## src/hrpf_pkg.sv

```systemverilog
`timescale 1ns / 1ps
// shared types and constants of the http response packet filter
package hrpf_pkg;

    localparam int FRAME_COUNT_BITS = 16;
    localparam logic [FRAME_COUNT_BITS-1:0] INDEX_MAX = {FRAME_COUNT_BITS{1'b1}};

    localparam logic [15:0] TYPE_IPV4         = 16'h0800;
    localparam logic [15:0] TYPE_QTAG         = 16'h8100;
    localparam logic [15:0] TYPE_ADTAG        = 16'h88A8;
    localparam logic [7:0]  PROTO_TCP         = 8'd6;
    localparam logic [5:0]  L2_LEN            = 6'd14;
    localparam logic [5:0]  TAG_LEN           = 6'd4;
    localparam logic [1:0]  MAX_TAGS          = 2'd2;
    localparam logic [3:0]  MIN_HDR_WORDS     = 4'd5;
    localparam logic [7:0]  MIN_HDR_BYTES     = 8'd20;
    localparam logic [6:0]  TCP_OFFSET_BYTE   = 7'd12;
    localparam logic [31:0] HTTP_WORD         = 32'h48545450;
    localparam logic [15:0] MIN_PAYLOAD_RESET = 16'd7;

    typedef enum logic [2:0] {
        REASON_NOT_IP  = 3'd0,
        REASON_NOT_TCP = 3'd1,
        REASON_OTHER   = 3'd2,
        REASON_HTTP    = 3'd3,
        REASON_BAD_IP  = 3'd4,
        REASON_BAD_TCP = 3'd5
    } reason_t;

    typedef struct packed {
        logic       advance;
        logic [7:0] data;
        logic       last;
    } step_t;

    typedef struct packed {
        logic    drop;
        reason_t reason;
    } verdict_t;

endpackage

```

## src/hrpf_parser.sv

```systemverilog
`timescale 1ns / 1ps
// per-frame header parse state and end-of-frame verdict logic
module hrpf_parser
    import hrpf_pkg::*;
(
    input  logic        clk,
    input  logic        rst_n,
    input  step_t       step,
    input  logic [15:0] min_payload_bytes,
    output verdict_t    verdict
);

    localparam int LEN_BITS = FRAME_COUNT_BITS + 1;

    logic [FRAME_COUNT_BITS-1:0] byte_index_reg;
    logic [FRAME_COUNT_BITS-1:0] byte_index_next;
    logic [15:0]                 ether_type_reg;
    logic [15:0]                 ether_type_next;
    logic [1:0]                  tag_count_reg;
    logic [1:0]                  tag_count_next;
    logic [5:0]                  ip_start_reg;
    logic [5:0]                  ip_start_next;
    logic [3:0]                  header_words_reg;
    logic [3:0]                  header_words_next;
    logic [7:0]                  protocol_number_reg;
    logic [7:0]                  protocol_number_next;
    logic [15:0]                 ip_total_length_reg;
    logic [15:0]                 ip_total_length_next;
    logic [3:0]                  tcp_words_reg;
    logic [3:0]                  tcp_words_next;
    logic [31:0]                 payload_head_reg;
    logic [31:0]                 payload_head_next;

    logic                        at_type_hi;
    logic                        at_type_lo;
    logic                        is_tag;
    logic                        in_ip;
    logic                        in_tcp;
    logic                        in_payload;
    logic [FRAME_COUNT_BITS-1:0] ip_rel;
    logic [6:0]                  hdr_bytes;
    logic [6:0]                  tcp_flag_at;
    logic [6:0]                  payload_start;
    logic [6:0]                  payload_end;
    logic [1:0]                  payload_pos;
    logic [4:0]                  payload_shift;
    logic [LEN_BITS-1:0]         frame_len;
    logic [7:0]                  ip_min_end;
    logic [7:0]                  tcp_min_end;
    logic [17:0]                 payload_len;
    logic                        payload_long;

    // header field capture
    always_comb
    begin
        at_type_hi = byte_index_reg ==
            {{(FRAME_COUNT_BITS-6){1'b0}}, ip_start_reg - 6'd2};
        at_type_lo = byte_index_reg ==
            {{(FRAME_COUNT_BITS-6){1'b0}}, ip_start_reg - 6'd1};

        ether_type_next = ether_type_reg;
        if (at_type_hi || at_type_lo)
        begin
            ether_type_next = {ether_type_reg[7:0], step.data};
        end

        is_tag = at_type_lo && (ether_type_next == TYPE_QTAG || ether_type_next == TYPE_ADTAG)
                 && (tag_count_reg < MAX_TAGS);
        tag_count_next = is_tag ? tag_count_reg + 2'd1 : tag_count_reg;
        ip_start_next  = is_tag ? ip_start_reg + TAG_LEN : ip_start_reg;

        in_ip  = !at_type_lo && (byte_index_reg >= {{(FRAME_COUNT_BITS-6){1'b0}}, ip_start_reg});
        ip_rel = byte_index_reg - {{(FRAME_COUNT_BITS-6){1'b0}}, ip_start_reg};

        header_words_next = header_words_reg;
        if (in_ip && ip_rel == '0)
        begin
            header_words_next = step.data[3:0];
        end

        ip_total_length_next = ip_total_length_reg;
        if (in_ip && (ip_rel == FRAME_COUNT_BITS'(2) || ip_rel == FRAME_COUNT_BITS'(3)))
        begin
            ip_total_length_next = {ip_total_length_reg[7:0], step.data};
        end

        protocol_number_next = protocol_number_reg;
        if (in_ip && ip_rel == FRAME_COUNT_BITS'(9))
        begin
            protocol_number_next = step.data;
        end

        hdr_bytes   = {1'b0, header_words_next, 2'b00};
        in_tcp      = in_ip && (header_words_next >= MIN_HDR_WORDS)
                      && (ip_rel >= {{(FRAME_COUNT_BITS-7){1'b0}}, hdr_bytes});
        tcp_flag_at = hdr_bytes + TCP_OFFSET_BYTE;

        tcp_words_next = tcp_words_reg;
        if (in_tcp && ip_rel == {{(FRAME_COUNT_BITS-7){1'b0}}, tcp_flag_at})
        begin
            tcp_words_next = step.data[7:4];
        end

        payload_start = hdr_bytes + {1'b0, tcp_words_next, 2'b00};
        payload_end   = payload_start + 7'd4;
        in_payload    = in_tcp && (tcp_words_next >= MIN_HDR_WORDS)
                        && (ip_rel >= {{(FRAME_COUNT_BITS-7){1'b0}}, payload_start})
                        && (ip_rel < {{(FRAME_COUNT_BITS-7){1'b0}}, payload_end});
        payload_pos   = ip_rel[1:0] - payload_start[1:0];
        payload_shift = {2'd3 - payload_pos, 3'b000};

        payload_head_next = payload_head_reg;
        if (in_payload)
        begin
            payload_head_next = payload_head_reg | ({24'b0, step.data} << payload_shift);
        end

        byte_index_next = (byte_index_reg < INDEX_MAX) ? byte_index_reg + 1'b1 : byte_index_reg;
    end

    // verdict on the state after this byte
    always_comb
    begin
        frame_len    = {1'b0, byte_index_reg} + LEN_BITS'(1);
        ip_min_end   = {2'b00, ip_start_next} + MIN_HDR_BYTES;
        tcp_min_end  = {2'b00, ip_start_next} + {1'b0, hdr_bytes} + MIN_HDR_BYTES;
        payload_len  = {2'b00, ip_total_length_next} - {11'b0, hdr_bytes}
                       - {12'b0, tcp_words_next, 2'b00};
        payload_long = !payload_len[17] && (payload_len[16:0] >= {1'b0, min_payload_bytes});

        verdict.drop   = 1'b0;
        verdict.reason = REASON_NOT_IP;
        if (frame_len < {{(LEN_BITS-6){1'b0}}, ip_start_next} || ether_type_next != TYPE_IPV4)
        begin
            verdict.reason = REASON_NOT_IP;
        end
        else if (frame_len < {{(LEN_BITS-8){1'b0}}, ip_min_end})
        begin
            verdict.drop   = 1'b1;
            verdict.reason = REASON_BAD_IP;
        end
        else if (protocol_number_next != PROTO_TCP)
        begin
            verdict.reason = REASON_NOT_TCP;
        end
        else if (header_words_next < MIN_HDR_WORDS)
        begin
            verdict.drop   = 1'b1;
            verdict.reason = REASON_BAD_IP;
        end
        else if (frame_len < {{(LEN_BITS-8){1'b0}}, tcp_min_end}
                 || tcp_words_next < MIN_HDR_WORDS)
        begin
            verdict.drop   = 1'b1;
            verdict.reason = REASON_BAD_TCP;
        end
        else if (payload_long && payload_head_next == HTTP_WORD)
        begin
            verdict.drop   = 1'b1;
            verdict.reason = REASON_HTTP;
        end
        else
        begin
            verdict.reason = REASON_OTHER;
        end
    end

    always_ff @(posedge clk or negedge rst_n)
    begin
        if (!rst_n)
        begin
            byte_index_reg      <= '0;
            ether_type_reg      <= '0;
            tag_count_reg       <= '0;
            ip_start_reg        <= L2_LEN;
            header_words_reg    <= '0;
            protocol_number_reg <= '0;
            ip_total_length_reg <= '0;
            tcp_words_reg       <= '0;
            payload_head_reg    <= '0;
        end
        else if (step.advance)
        begin
            if (step.last)
            begin
                byte_index_reg      <= '0;
                ether_type_reg      <= '0;
                tag_count_reg       <= '0;
                ip_start_reg        <= L2_LEN;
                header_words_reg    <= '0;
                protocol_number_reg <= '0;
                ip_total_length_reg <= '0;
                tcp_words_reg       <= '0;
                payload_head_reg    <= '0;
            end
            else
            begin
                byte_index_reg      <= byte_index_next;
                ether_type_reg      <= ether_type_next;
                tag_count_reg       <= tag_count_next;
                ip_start_reg        <= ip_start_next;
                header_words_reg    <= header_words_next;
                protocol_number_reg <= protocol_number_next;
                ip_total_length_reg <= ip_total_length_next;
                tcp_words_reg       <= tcp_words_next;
                payload_head_reg    <= payload_head_next;
            end
        end
    end

endmodule

```

## src/http_response_packet_filter.sv

```systemverilog
`timescale 1ns / 1ps
// Ethernet frame classifier that drops IPv4/TCP frames whose payload starts with HTTP.
// Frame bytes enter one per transfer starting at the destination MAC, with
// last_byte marking the final byte; up to two 802.1Q/802.1ad tags are skipped
// and the IPv4 and TCP headers are parsed on the fly. One byte is taken every
// cycle unless the input stalls: each byte is held in an input register, goes
// through a single stage of compare and counter logic, and the last byte of a
// frame loads the verdict register as it leaves the input register.
// Intermediate bytes give no verdict. Input stalls only while a last byte waits
// behind an untaken verdict. min_payload_bytes is written through cfg_write_enable
// and cfg_write_data and resets to 7; the user is to write it only while the
// block is idle, which the block itself does not enforce.
module http_response_packet_filter
    import hrpf_pkg::*;
(
    input  logic        clk,
    input  logic        rst_n,
    input  logic        cfg_write_enable,
    input  logic [15:0] cfg_write_data,
    input  logic        frame_valid,
    output logic        frame_stall,
    input  logic [7:0]  frame_byte,
    input  logic        last_byte,
    output logic        verdict_valid,
    input  logic        verdict_stall,
    output logic        drop,
    output logic [2:0]  reason
);

    logic [15:0] min_payload_bytes_reg;
    logic        in_valid_reg;
    logic        in_valid_next;
    logic [7:0]  in_byte_reg;
    logic        in_last_reg;
    logic        out_valid_reg;
    logic        out_valid_next;
    logic        drop_reg;
    reason_t     reason_reg;
    logic        advance;
    logic        in_take;
    step_t       step;
    verdict_t    verdict;

    always_ff @(posedge clk or negedge rst_n)
    begin
        if (!rst_n)
        begin
            min_payload_bytes_reg <= MIN_PAYLOAD_RESET;
        end
        else if (cfg_write_enable)
        begin
            min_payload_bytes_reg <= cfg_write_data;
        end
    end

    // a last byte needs a free verdict slot, other bytes always move on
    always_comb
    begin
        advance        = in_valid_reg && (!in_last_reg || !out_valid_reg || !verdict_stall);
        frame_stall    = in_valid_reg && !advance;
        in_take        = frame_valid && !frame_stall;
        in_valid_next  = in_take || (in_valid_reg && !advance);
        out_valid_next = (advance && in_last_reg) || (out_valid_reg && verdict_stall);
        step.advance   = advance;
        step.data      = in_byte_reg;
        step.last      = in_last_reg;
    end

    hrpf_parser u_parser (
        .clk               (clk),
        .rst_n             (rst_n),
        .step              (step),
        .min_payload_bytes (min_payload_bytes_reg),
        .verdict           (verdict)
    );

    always_ff @(posedge clk or negedge rst_n)
    begin
        if (!rst_n)
        begin
            in_valid_reg  <= 1'b0;
            out_valid_reg <= 1'b0;
        end
        else
        begin
            in_valid_reg  <= in_valid_next;
            out_valid_reg <= out_valid_next;
        end
    end

    always_ff @(posedge clk)
    begin
        if (in_take)
        begin
            in_byte_reg <= frame_byte;
            in_last_reg <= last_byte;
        end
        if (advance && in_last_reg)
        begin
            drop_reg   <= verdict.drop;
            reason_reg <= verdict.reason;
        end
    end

    assign verdict_valid = out_valid_reg;
    assign drop          = drop_reg;
    assign reason        = reason_reg;

`ifndef SYNTHESIS
    assert property (@(posedge clk) disable iff (!rst_n)
        verdict_valid |-> (drop == (reason == REASON_HTTP || reason == REASON_BAD_IP
                                    || reason == REASON_BAD_TCP)))
        else $error("drop flag disagrees with reason");

    assert property (@(posedge clk) disable iff (!rst_n)
        verdict_valid |-> (reason == REASON_NOT_IP || reason == REASON_NOT_TCP
                           || reason == REASON_OTHER || reason == REASON_HTTP
                           || reason == REASON_BAD_IP || reason == REASON_BAD_TCP))
        else $error("reason code out of range");

    assert property (@(posedge clk) disable iff (!rst_n)
        (in_valid_reg && in_last_reg && !out_valid_reg) |=> out_valid_reg)
        else $error("last byte with free slot gave no verdict");

    assert property (@(posedge clk) disable iff (!rst_n)
        frame_stall |=> (in_valid_reg && in_last_reg))
        else $error("stalled input byte lost");
`endif

endmodule

```

## config.mk

```make
export PLATFORM = sky130hd
export DESIGN_NAME = http_response_packet_filter
export DESIGN_NICKNAME = d
export VERILOG_FILES = /design/src/hrpf_pkg.sv /design/src/hrpf_parser.sv /design/src/http_response_packet_filter.sv
export SDC_FILE = /design/constraint.sdc
export NUM_CORES = 1
export LEC_CHECK = 0
export BUFFER_PORTS_ARGS = -buffer_cell sky130_fd_sc_hd__buf_2
export CAP_MARGIN = 20
export CORE_MARGIN = 4
export CORE_UTILIZATION = 25
export CTS_CLUSTER_SIZE = 25
export DETAILED_ROUTE_END_ITERATION = 8
export MAX_ROUTING_LAYER = met4
export PLACE_DENSITY = 0.42
export SLEW_MARGIN = 30
export SYNTH_ARGS = -nofsm -noshare
export SYNTH_HDL_FRONTEND = slang
export SYNTH_HIERARCHICAL = 1
export SYNTH_SLANG_ARGS = --single-unit
export TNS_END_PERCENT = 5
```

## constraint.sdc

```tcl
create_clock -name clk -period 12.75 [get_ports clk]
set_input_delay 1.275 -clock clk [delete_from_list [all_inputs] [get_ports clk]]
set_output_delay 1.275 -clock clk [all_outputs]
set_load 0.1 [all_outputs]
```

==> flow_summary_export.csv <==
group,metric,value,unit
grt,antenna_found_initial,0,
timing,holdWs,0.496,ns
cells_and_area,area_delta_synth_final,13.5,%
setup_path,crit_cells,39,
cts,post_cts_buffers,0,
cells_and_area,fin_util,0.287,
placement,placed_cells,1636,
min_path,hold_path_depth,2,
cts,clock_sinks,134,
setup_path,startpoint_type,"register",
timing,period_needed,9.97,ns
cts,cts_resized,0,
cts,cts_buffers,17,
run,drv_cap,0,
grt,grt_max_degree,74,
cells_and_area,largest_reg_flops,32,
routing,drc,0,
die,die_w,209,µm
synthesis,yosysTopAreaCellShare,0.286,
setup_path,critPathBufInv,4,
grt,grt_pass1_wl,50900,µm
cells_and_area,nNetsFinal,1238,
setup_path,endpoint_kind,"register",
synthesis,synth_top_area_cell,"dfrtp_1",
setup_path,ff2ff_path_depth,39,
routing,vias,8510,
routing,ant_nets,0,
placement,port_buffers,35,
min_path,min_path_type,"reg -> reg",
routing,via_per_inst,5.10,
synthesis,synth_seq_area_share,0.340,
timing,setup_violations,0,
grt,first_global_vias,8537,
synthesis,avgSynthCellArea,9.07,µm²
synthesis,yosys_warnings,6,
synthesis,synthArstFlopShare,0.903,
timing,skew,0.0150,ns
power,ir_drop,0.0654,mV
synthesis,synth_edf_count,13,
power,p_leak,5.08,nW
setup_path,arrival,10.27,ns
die,die_h,209,µm
cts,clkTransAtPathRegs,0.08,ns
timing,setup_tns,0,ns
setup_path,slowest_delay,0.56,ns
cts,cts_hold_buffers,0,
cts,cts_buffer_depth,2,
routing,wl_per_cell,19.3,µm
routing,drtIter0Drc,577,
timing,max_slew_margin,0.402,
timing,drv_slew,0,
die,initial_core_util,0.253,
cts,tritoncts,"done",
run_status,status,"completed",
grt,met3_usage,0.0306,
cells_and_area,mostFrequentLayoutCells,"dfrtp_1 (115), nor2_1 (88), inv_1 (74), ha_1 (74), a21oi_1 (71)",
setup_path,crit_fanout,7,
synthesis,ys.flop_type,"dfrtp_1",
timing,tightestPinTransition,0.890,ns
cells_and_area,stdcell_count,1668,
timing,period_share,0.782,
die,ios,36,
timing,rsz0062_at_grt,"false",
die,rows,73,
grt,grt_util_met1,0.205,
setup_path,critPathTopFamily,"compound AO/OA/AOI/OAI gates",
placement,routabilityCongestion,0.929,
routing,drt-pass1-iter-count,5,
cells_and_area,antennaDiodeCount,0,
cts,cts-root-buf,"clkbuf_16",
routing,wl,32200,µm
setup_path,crit_type,"reg -> reg",
power,power.density,95.9,nW/µm²
synthesis,syn_nets,1219,
grt,grt_util_met2,0.235,
setup_path,worstPathRequired,13.05,ns
grt,grt_usage,0.152,
synthesis,postSynthCellCount,1111,
timing,hold_viol_final,0,
grt,grt-busiest-layer,"met2",
cells_and_area,drive_gt1_frac,0.139,
synthesis,synth_area_leaders,"dfrtp_1 (29%), ha_1 (9.2%), a22o_1 (3.9%)",
power,total_power,1.10,mW
grt,grt_overflow,0,
timing,fmax,0.100,GHz
placement,dpl.hpwl,23300,µm
cts,clock_latency,0.45,ns
die,coreArea,39800,µm²
setup_path,critPathSlowestCell,"dfstp_2",
synthesis,syn-cell-area,10100,µm²
die,die_area,43600,µm²
synthesis,ys_ff_latch,134,
cells_and_area,layout_commonest_cell,"dfrtp_1",
synthesis,synth_cell_type_count,95,
cts,cts_max_level,4,
-- routing by layer --
layer	vias to the layer above	share of wire
met5	-	0
met4	0	0.019
met3	38	0.035
met2	199	0.46
met1	4171	0.49
li1	4102	-
-- area by class of cell --
type                    instances  area, µm²
inverters                      76        285
multi-input cells             848       6140
clock inverters                11        100
fillers                      4305      28400
flip-flops and latches        134       3430
repair buffers                 53        317
clock buffers                  21        503
well taps                     525        657
-- tightest hold or removal path: stages, from the launching register on --
cell and delay [ns]:
dfrtp_1 0.34, a21oi_1 0.05, nor2_1 0.07
-- Yosys cell counts (8+ instances only) --
master / count
inv_1: 74
and3_1: 11
a22o_1: 45
nor3_1: 34
o21a_1: 13
nor2_1: 90
clkbuf_1: 43
nor2b_1: 10
and2_1: 11
o21ai_0: 58
mux2_2: 16
a211oi_1: 10
nand2b_1: 17
a21o_1: 10
nand2_1: 70
mux2_4: 11
mux2i_1: 18
xor2_1: 19
a31oi_1: 13
nor4_1: 21
dfrtp_1: 115
nand4_1: 9
edfxtp_1: 13
nand3_1: 28
o2bb2ai_1: 8
xnor2_1: 38
ha_1: 74
a21oi_1: 72
-- cell families (layout without fill, tap and decap cells) --
family	Yosys count	count (layout)	share of synthesized area
simple gates	355	355	0.185
compound gates	310	310	0.218
flops	134	134	0.340
buf+inv	129	161	0.0518
fa+ha+maj	78	78	0.0999
xor+xnor	59	59	0.0534
mux	45	45	0.0522
other cells	1	1	0.000372
-- through the flow --
step	setup slack [ns]	area, µm²
final	2.78	11400
after global routing	2.28	11400
after CTS	2.93	11400
after detailed placement	2.97	10800
after global placement	3.16	10800
after floorplan	4.34	10100
-- report_power, final --
group	total (mW)	switching [mW]	internal, mW
Sequential	0.451	0.00907	0.442
Combinational	0.132	0.0924	0.0398
Clock	0.513	0.224	0.289
Total	1.10	0.325	0.770
-- path summary, 6_finish.rpt --
path / slack (ns) / end / startpoint
setup / recovery: 2.78 / reason[0] / u_parser/ip_start_reg[1]
min in group asynchronous: 0.90 / min_payload_bytes_reg[3] / rst_n
hold / removal: 0.50 / u_parser/payload_head_reg[17] / u_parser/payload_head_reg[17]
max in group asynchronous: 10.70 / u_parser/tag_count_reg[0] / rst_n
setup reg to reg: 2.78 / reason[0] / u_parser/ip_start_reg[1]
hold reg to reg: 0.50 / u_parser/payload_head_reg[17] / u_parser/payload_head_reg[17]
(Power assumes the default switching activity.)
